--- src/hdl/lcd4_pkg.sv ---
// shared types, constants and the microprogram table (init and byte transfer) of the lcd sequencer
package lcd4_pkg;

  // request codes
  typedef enum logic [1:0] {
    OP_TICK   = 2'd0,
    OP_INIT   = 2'd1,
    OP_WRITE  = 2'd2,
    OP_CURSOR = 2'd3
  } op_t;

  // microprogram step kinds
  typedef enum logic [1:0] {
    K_WAIT = 2'd0,
    K_NIB  = 2'd1,
    K_HI   = 2'd2,
    K_LO   = 2'd3
  } kind_t;

  localparam int StepW = 5;
  localparam int WaitW = 14;

  localparam logic [WaitW-1:0] POWER_UP_WAIT_TICKS = 14'd15000;
  localparam logic [WaitW-1:0] SETTLE_TICKS        = 14'd50;
  localparam logic [WaitW-1:0] STROBE_TICKS        = 14'd1;

  localparam logic [StepW-1:0] STEP_IDLE  = 5'd0;
  localparam logic [StepW-1:0] INIT_START = 5'd1;
  localparam logic [StepW-1:0] BYTE_START = 5'd22;
  localparam logic [StepW-1:0] PROG_LEN   = 5'd25;

  localparam logic [7:0] CMD_SET_ADDR = 8'h80;

  // one input item
  typedef struct packed {
    op_t        op;
    logic       reg_select;
    logic [7:0] byte_value;
    logic       row;
    logic [5:0] column;
  } lcd_req_t;

  // one result item
  typedef struct packed {
    logic       rs_line;
    logic       enable_line;
    logic [3:0] data_lines;
    logic       busy_res;
    logic       rejected;
  } lcd_res_t;

  // one microprogram entry
  typedef struct packed {
    kind_t            kind;
    logic             last;
    logic [WaitW-1:0] val;
  } micro_op_t;

  // init program, then the generic byte transfer at BYTE_START
  function automatic micro_op_t prog_entry(input logic [StepW-1:0] step);
    micro_op_t e;
    e = '{kind: K_WAIT, last: 1'b1, val: '0};
    unique case (step)
      5'd1:  e = '{kind: K_WAIT, last: 1'b0, val: POWER_UP_WAIT_TICKS};
      5'd2:  e = '{kind: K_NIB,  last: 1'b0, val: 14'h3};
      5'd3:  e = '{kind: K_WAIT, last: 1'b0, val: 14'd5000};
      5'd4:  e = '{kind: K_NIB,  last: 1'b0, val: 14'h3};
      5'd5:  e = '{kind: K_WAIT, last: 1'b0, val: 14'd150};
      5'd6:  e = '{kind: K_NIB,  last: 1'b0, val: 14'h3};
      5'd7:  e = '{kind: K_WAIT, last: 1'b0, val: 14'd50};
      5'd8:  e = '{kind: K_NIB,  last: 1'b0, val: 14'h2};
      // function set 0x28
      5'd9:  e = '{kind: K_NIB,  last: 1'b0, val: 14'h2};
      5'd10: e = '{kind: K_NIB,  last: 1'b0, val: 14'h8};
      5'd11: e = '{kind: K_WAIT, last: 1'b0, val: 14'd50};
      // display on 0x0c
      5'd12: e = '{kind: K_NIB,  last: 1'b0, val: 14'h0};
      5'd13: e = '{kind: K_NIB,  last: 1'b0, val: 14'hC};
      5'd14: e = '{kind: K_WAIT, last: 1'b0, val: 14'd50};
      // clear 0x01 plus its long wait
      5'd15: e = '{kind: K_NIB,  last: 1'b0, val: 14'h0};
      5'd16: e = '{kind: K_NIB,  last: 1'b0, val: 14'h1};
      5'd17: e = '{kind: K_WAIT, last: 1'b0, val: 14'd50};
      5'd18: e = '{kind: K_WAIT, last: 1'b0, val: 14'd2000};
      // entry mode 0x06
      5'd19: e = '{kind: K_NIB,  last: 1'b0, val: 14'h0};
      5'd20: e = '{kind: K_NIB,  last: 1'b0, val: 14'h6};
      5'd21: e = '{kind: K_WAIT, last: 1'b1, val: 14'd50};
      // byte transfer
      5'd22: e = '{kind: K_HI,   last: 1'b0, val: '0};
      5'd23: e = '{kind: K_LO,   last: 1'b0, val: '0};
      5'd24: e = '{kind: K_WAIT, last: 1'b1, val: 14'd50};
      default: e = '{kind: K_WAIT, last: 1'b1, val: '0};
    endcase
    return e;
  endfunction

endpackage

--- src/hdl/lcd4_in_stage.sv ---
// input register stage of the lcd sequencer
module lcd4_in_stage (
  input  logic              clk,
  input  logic              rst,
  input  logic              in_valid,
  output logic              in_stall,
  input  lcd4_pkg::lcd_req_t in_item,
  input  logic              take,
  output logic              held_valid,
  output lcd4_pkg::lcd_req_t held_item
);

  // stall only while the held item cannot move on
  assign in_stall = held_valid && !take;

  // valid flag
  always_ff @(posedge clk) begin
    if (rst) begin
      held_valid <= 1'b0;
    end else if (!held_valid || take) begin
      held_valid <= in_valid;
    end
  end

  // payload, loaded on each transfer
  always_ff @(posedge clk) begin
    if (in_valid && !in_stall) begin
      held_item <= in_item;
    end
  end

endmodule

--- src/hdl/lcd4_sequencer.sv ---
// microprogram state and one-item step logic of the lcd sequencer
module lcd4_sequencer (
  input  logic               clk,
  input  logic               rst,
  input  logic               step_en,
  input  lcd4_pkg::lcd_req_t item,
  output lcd4_pkg::lcd_res_t res
);

  logic [lcd4_pkg::StepW-1:0] program_step, program_step_next;
  logic [lcd4_pkg::WaitW-1:0] wait_remaining, wait_remaining_next;
  logic [7:0]                 latched_byte, latched_byte_next;
  logic                       latched_rs, latched_rs_next;
  logic                       enable_level, enable_level_next;
  logic [3:0]                 nibble_out, nibble_out_next;

  logic                       running;
  logic                       do_enter;
  logic [lcd4_pkg::StepW-1:0] enter_target;
  lcd4_pkg::micro_op_t        cur_op;
  lcd4_pkg::micro_op_t        new_op;
  logic                       rejected;

  assign running = (program_step != lcd4_pkg::STEP_IDLE) &&
                   (program_step < lcd4_pkg::PROG_LEN);
  assign cur_op  = lcd4_pkg::prog_entry(program_step);
  assign new_op  = lcd4_pkg::prog_entry(enter_target);

  // tick handling, request latching, then entry into a new step
  always_comb begin
    program_step_next   = program_step;
    wait_remaining_next = wait_remaining;
    latched_byte_next   = latched_byte;
    latched_rs_next     = latched_rs;
    enable_level_next   = enable_level;
    nibble_out_next     = nibble_out;
    do_enter            = 1'b0;
    enter_target        = lcd4_pkg::STEP_IDLE;
    rejected            = 1'b0;

    if (item.op == lcd4_pkg::OP_TICK) begin
      if (!running) begin
        program_step_next = lcd4_pkg::STEP_IDLE;
      end else if (wait_remaining > lcd4_pkg::STROBE_TICKS) begin
        wait_remaining_next = wait_remaining - lcd4_pkg::STROBE_TICKS;
      end else if (enable_level) begin
        enable_level_next   = 1'b0;
        wait_remaining_next = lcd4_pkg::SETTLE_TICKS;
      end else if (cur_op.last) begin
        program_step_next   = lcd4_pkg::STEP_IDLE;
        wait_remaining_next = '0;
      end else begin
        do_enter     = 1'b1;
        enter_target = program_step + 5'd1;
      end
    end else if (program_step != lcd4_pkg::STEP_IDLE) begin
      rejected = 1'b1;
    end else begin
      do_enter = 1'b1;
      unique case (item.op)
        lcd4_pkg::OP_INIT: begin
          latched_rs_next = 1'b0;
          enter_target    = lcd4_pkg::INIT_START;
        end
        lcd4_pkg::OP_WRITE: begin
          latched_rs_next   = item.reg_select;
          latched_byte_next = item.byte_value;
          enter_target      = lcd4_pkg::BYTE_START;
        end
        default: begin
          // set cursor: row base plus column never exceeds seven bits
          latched_rs_next   = 1'b0;
          latched_byte_next = lcd4_pkg::CMD_SET_ADDR | {1'b0, item.row, item.column};
          enter_target      = lcd4_pkg::BYTE_START;
        end
      endcase
    end

    // step entry
    if (do_enter) begin
      if (enter_target == lcd4_pkg::STEP_IDLE || enter_target >= lcd4_pkg::PROG_LEN) begin
        program_step_next   = lcd4_pkg::STEP_IDLE;
        wait_remaining_next = '0;
        enable_level_next   = 1'b0;
      end else begin
        program_step_next = enter_target;
        unique case (new_op.kind)
          lcd4_pkg::K_NIB: begin
            nibble_out_next     = new_op.val[3:0];
            enable_level_next   = 1'b1;
            wait_remaining_next = lcd4_pkg::STROBE_TICKS;
          end
          lcd4_pkg::K_HI: begin
            nibble_out_next     = latched_byte_next[7:4];
            enable_level_next   = 1'b1;
            wait_remaining_next = lcd4_pkg::STROBE_TICKS;
          end
          lcd4_pkg::K_LO: begin
            nibble_out_next     = latched_byte_next[3:0];
            enable_level_next   = 1'b1;
            wait_remaining_next = lcd4_pkg::STROBE_TICKS;
          end
          default: begin
            enable_level_next   = 1'b0;
            wait_remaining_next = new_op.val;
          end
        endcase
      end
    end
  end

  // result of this item
  always_comb begin
    res.rs_line     = latched_rs_next;
    res.enable_line = enable_level_next;
    res.data_lines  = nibble_out_next;
    res.busy_res    = (program_step_next != lcd4_pkg::STEP_IDLE);
    res.rejected    = rejected;
  end

  // state registers
  always_ff @(posedge clk) begin
    if (rst) begin
      program_step   <= lcd4_pkg::STEP_IDLE;
      wait_remaining <= '0;
      latched_byte   <= '0;
      latched_rs     <= 1'b0;
      enable_level   <= 1'b0;
      nibble_out     <= '0;
    end else if (step_en) begin
      program_step   <= program_step_next;
      wait_remaining <= wait_remaining_next;
      latched_byte   <= latched_byte_next;
      latched_rs     <= latched_rs_next;
      enable_level   <= enable_level_next;
      nibble_out     <= nibble_out_next;
    end
  end

endmodule

--- src/hdl/char_lcd_4bit_write_sequencer_core.sv ---
// top level of the 4-bit character lcd write sequencer
// path: each input passes the input register, then the result register, before its result is valid
// throughput: one item per cycle while out_stall is low; the step logic updates all sequencer state per item
// reset: synchronous rst empties both registers and returns the sequencer to idle,
// with all pin levels and latched values at zero
module char_lcd_4bit_write_sequencer_core (
  input  logic               clk,
  input  logic               rst,
  input  logic               in_valid,
  output logic               in_stall,
  input  lcd4_pkg::lcd_req_t in_item,
  output logic               out_valid,
  input  logic               out_stall,
  output lcd4_pkg::lcd_res_t out_item
);

  logic               held_valid;
  lcd4_pkg::lcd_req_t held_item;
  logic               take;
  lcd4_pkg::lcd_res_t step_res;

  // the held item moves on when the result register is free
  assign take = held_valid && (!out_valid || !out_stall);

  lcd4_in_stage u_in_stage (
    .clk        (clk),
    .rst        (rst),
    .in_valid   (in_valid),
    .in_stall   (in_stall),
    .in_item    (in_item),
    .take       (take),
    .held_valid (held_valid),
    .held_item  (held_item)
  );

  lcd4_sequencer u_sequencer (
    .clk     (clk),
    .rst     (rst),
    .step_en (take),
    .item    (held_item),
    .res     (step_res)
  );

  // result register valid
  always_ff @(posedge clk) begin
    if (rst) begin
      out_valid <= 1'b0;
    end else if (!out_valid || !out_stall) begin
      out_valid <= held_valid;
    end
  end

  // result register payload
  always_ff @(posedge clk) begin
    if (take) begin
      out_item <= step_res;
    end
  end

endmodule
--- config.mk ---
export PLATFORM = sky130hd
export DESIGN_NAME = char_lcd_4bit_write_sequencer_core
export DESIGN_NICKNAME = d
export VERILOG_FILES = /design/src/hdl/lcd4_pkg.sv /design/src/hdl/lcd4_in_stage.sv /design/src/hdl/lcd4_sequencer.sv /design/src/hdl/char_lcd_4bit_write_sequencer_core.sv
export SDC_FILE = /design/constraint.sdc
export NUM_CORES = 1
export LEC_CHECK = 0
export ABC_CLOCK_PERIOD_IN_PS = 5150
export BUFFER_PORTS_ARGS = -buffer_cell sky130_fd_sc_hd__buf_2
export CORE_ASPECT_RATIO = 0.9
export CORE_MARGIN = 2
export CORE_UTILIZATION = 62
export CTS_BUF_LIST = sky130_fd_sc_hd__clkbuf_4
export DETAILED_ROUTE_END_ITERATION = 6
export PLACE_DENSITY = 0.83
export SLEW_MARGIN = 20
export SYNTH_ARGS = -nofsm -noshare
export SYNTH_HDL_FRONTEND = slang
export SYNTH_SLANG_ARGS = --single-unit
--- constraint.sdc ---
create_clock -name clk -period 5.15 [get_ports clk]
set_clock_uncertainty 0.15 [all_clocks]
set_input_delay 0.2575 -clock clk [delete_from_list [all_inputs] [get_ports clk]]
set_output_delay 0.2575 -clock clk [all_outputs]
set_load 0.02 [all_outputs]
==> key figures <==
Power
  – Leak pwr: 1.71 nW
  – Power Total: 0.00145 W
  – Pwr/cell area: 331 nW/um2
  – Peak supply drop: 0.225 mV

Min path
  – Hold path startpoint: rst
  – Hold EP: u_sequencer.wait_remaining[0]$_SDFFE_PP0P_
  – HP Class: in -> reg
  – Worst Hold Path Cells: 2

Layout
  – Finished Layout Cells: 579
  – Fraction of layout cells with a size suffix above 1: 0.136
  – Area Overhead vs Synth: 14.8%
  – Net count, final: 537
  – Antenna diodes: 0
  – Fillers: 429
  – Core Util, Final: 0.726

Global routing
  – Global Route Usage Sum: 0.353
  – Initial antenna violation count: 0
  – Pin count of the biggest net entering global routing: 29
  – First-pass GRT wire length: 18.5 mm
  – Vias in the first global route: 3,724
  – Total grt overflow: 0

Synth
  – Top post-synthesis cells by area: edfxtp_1, dfxtp_1, a21oi_1
  – Synth Net Count: 490
  – FFs w/ async S/R, synth: 0
  – Top-area cell type share of the netlist area: 0.204
  – Number of enable flip-flop cells after synthesis: 26
  – #FFs+latches synth: 62
  – Ys flop type: dfxtp_1
  – Post-synthesis sequential area ratio: 0.393
  – Post-synth cell types: 65
  – Synth warn: 0
  – Area share of fa/ha/maj cells after synthesis: 0.0425
  – Most common library cells after synthesis: nand2_1, nor2_1, a21oi_1, dfxtp_1, o21ai_0
  – Cells after synthesis: 455
  – Count leader, synth: nand2_1
  – Synthesized area: 3820 um2
  – Synthesized area per cell: 8.40 um2
  – Largest family of logic cells by synthesized area: compound AO/OA/AOI/OAI gates
  – Area share of xor/xnor cells in the synthesized design: 0.0115
  – Multiplexer share of the synthesized area: 0.0216
  – Cell taking the most area after synthesis: edfxtp_1
  – Simple-gate share of the synthesized area: 0.236
  – Synth Area in Compound Gates: 0.253

Worst setup path
  – Reg-to-reg slack, setup: 830 ps
  – Crit start category: flip-flop
  – Reg-to-Reg Start: u_sequencer.program_step[0]$_SDFFE_PP0P_
  – FF-to-FF End: out_item[3]$_DFFE_PP_
  – Critical Path End Type: flip-flop
  – Critical path data required time: 5180 ps
  – Maximum fanout along the worst path: 10
  – Crit Path Category: reg -> reg
  – CP arrival: 4350 ps
  – Cell depth of the worst flop-to-flop path: 13

Timing
  – Final Slew Violations: 0
  – Final worst path period share: 0.839
  – Worst hold slack: 175 ps
  – Tmin final: 4320 ps
  – Peak Freq: 232 MHz
  – Normalized max-slew margin: 0.448
  – Final setup violation count: 0
  – RSZ-0062 raised after global routing: no
  – Final Hold Viols: 0
  – Fin Setup TNS: 0 ps
  – Worst Tran Pin Value: 816 ps

Floorplanning
  – Die Span Y: 78.5 um
  – Chip width: 86.8 um
  – Starting density of the core: 0.632
  – Die area: 6810 um2
  – I/O pin count: 32
  – Core Box Area: 6050 um2
  – Row cnt: 27

Run
  – Max-cap violations: 0

Placement
  – I/O Buffers: 31
  – DP HPWL: 7.16 mm
  – Gpl congestion: 1.00
  – Cells after DPL: 543

Route
  – Via count: 3,894
  – DR iter-0 viols: 564
  – Avg Vias per Cell: 6.73
  – First-pass DRT Iterations: 5
  – Final ANT Viol Nets: 0
  – Avg WL per Cell: 19.8 um
  – DRC Markers: 0
  – Final WL: 11.5 mm

Clock network
  – CTS H-tree lvls: 3
  – Post-CTS resize count: 0
  – Clk root buf: clkbuf_4
  – Clk Latency, worst-skew pair: 430 ps
  – Clock-pin slew on the worst setup and hold paths: 120 ps
  – TritonCTS Buffers: 9
  – Clock Tree Buf Depth: 2
  – Total clock sinks: 62
  – CTS tree: done

Outcome
  – Run status: completed
[stage by stage]
step | cell area, um2 | worst slack, ps
global route | 4390 | 561
finish | 4390 | 831
global placement | 4030 | 1040
floorplan | 3820 | 1100
CTS | 4390 | 889
detailed placement | 4030 | 920
[sequential cells by signal, summed over array words and instances, names as in the netlist]
register and cells:
u_sequencer.latched_byte 8, out_item 8, u_sequencer.cur_op 1, u_sequencer.wait_remaining 14
u_sequencer.program_step 5, u_sequencer.latched_rs 1, out_valid 1, u_sequencer.nibble_out 4
u_sequencer.enable_level 1, u_in_stage.held_item 18, u_in_stage.held_valid 1
[worst max-delay path, stage by stage (launching register included)]
cell,delay [ps]
dfxtp_1,410
inv_1,130
ha_1,160
or4b_1,590
or2_1,380
o21ai_0,110
buf_4,170
inv_1,70
ha_1,280
o21ai_0,590
nor2_8,100
or2_1,270
a21oi_2,310
mux2_2,380
[layer usage]
| metal | wire length, um | vias to the layer above | GRT usage |
|---|---|---|---|
| met2 | 5550 | 254 | 0.576 |
| met5 | 0 | - | 0 |
| met4 | 277 | 0 | 0.122 |
| met1 | 4480 | 1809 | 0.450 |
| li1 | - | 1795 | - |
| met3 | 1160 | 36 | 0.0957 |
[power by group]
part | switching (W) | internal (W)
logic | 0.000315 | 0.000164
registers | 0.0000232 | 0.000550
clock network | 0.000201 | 0.000198
total | 0.000540 | 0.000912
[timing repair]
action                                 in CTS  in global routing
buffers inserted                            0                  0
endpoints found under the hold margin      20                  0
hold buffers                               20                  0
[worst max path at each step]
| stage | start | cells past startpoint | slack, ps | endpoint |
|---|---|---|---|---|
| final | u_sequencer.program_step[0]$_SDFFE_PP0P_ | 13 | 830 | out_item[3]$_DFFE_PP_ |
| after CTS | u_sequencer.program_step[0]$_SDFFE_PP0P_ | 13 | 890 | out_item[3]$_DFFE_PP_ |
| after global routing | u_sequencer.program_step[0]$_SDFFE_PP0P_ | 14 | 560 | out_item[2]$_DFFE_PP_ |
| after global placement | u_sequencer.program_step[0]$_SDFFE_PP0P_ | 13 | 1040 | out_item[2]$_DFFE_PP_ |
| after floorplan | u_sequencer.program_step[0]$_SDFFE_PP0P_ | 15 | 1100 | out_item[2]$_DFFE_PP_ |
| after detailed placement | u_sequencer.program_step[0]$_SDFFE_PP0P_ | 13 | 920 | out_item[3]$_DFFE_PP_ |
[area by class of cell]
cell class	count	area (um2)	area share
clock buffer	9	67.6	0.0154
clock inverter	7	96.3	0.0219
inverter	16	60.1	0.0137
multi-input combinational	354	2160	0.492
sequential	62	1500	0.342
tap	72	90.1	0.0205
timing repair buffer	59	415	0.0946
[layout by cell type (no fill, tap or decap), types with 4 or more instances in the layout]
master / n
a21oi_1: 41
a31oi_1: 13
a32o_1: 4
buf_2: 31
buf_4: 8
clkbuf_4: 9
dfxtp_1: 36
dlygate4sd3_1: 20
edfxtp_1: 26
ha_1: 13
inv_1: 15
mux2i_1: 6
nand2_1: 48
nand2b_1: 6
nand3_1: 18
nand4_1: 5
nor2_1: 42
nor2b_1: 6
nor3_1: 23
nor4_1: 6
o211ai_1: 4
o21a_1: 4
o21ai_0: 27
o21ai_1: 6
o22ai_1: 9
or3_1: 5
[cell families (layout without fill, tap and decap cells)]
logic type,count (synthesis),in the layout
adder cells (fa/ha/maj),13,13
buffers and inverters,39,91
XOR/XNOR,5,5
AO/OA/AOI/OAI,147,147
AND/OR/NAND/NOR,181,181
multiplexers,8,8
flip-flops,62,62
No activity file was read; power rests on OpenSTA's default activity.
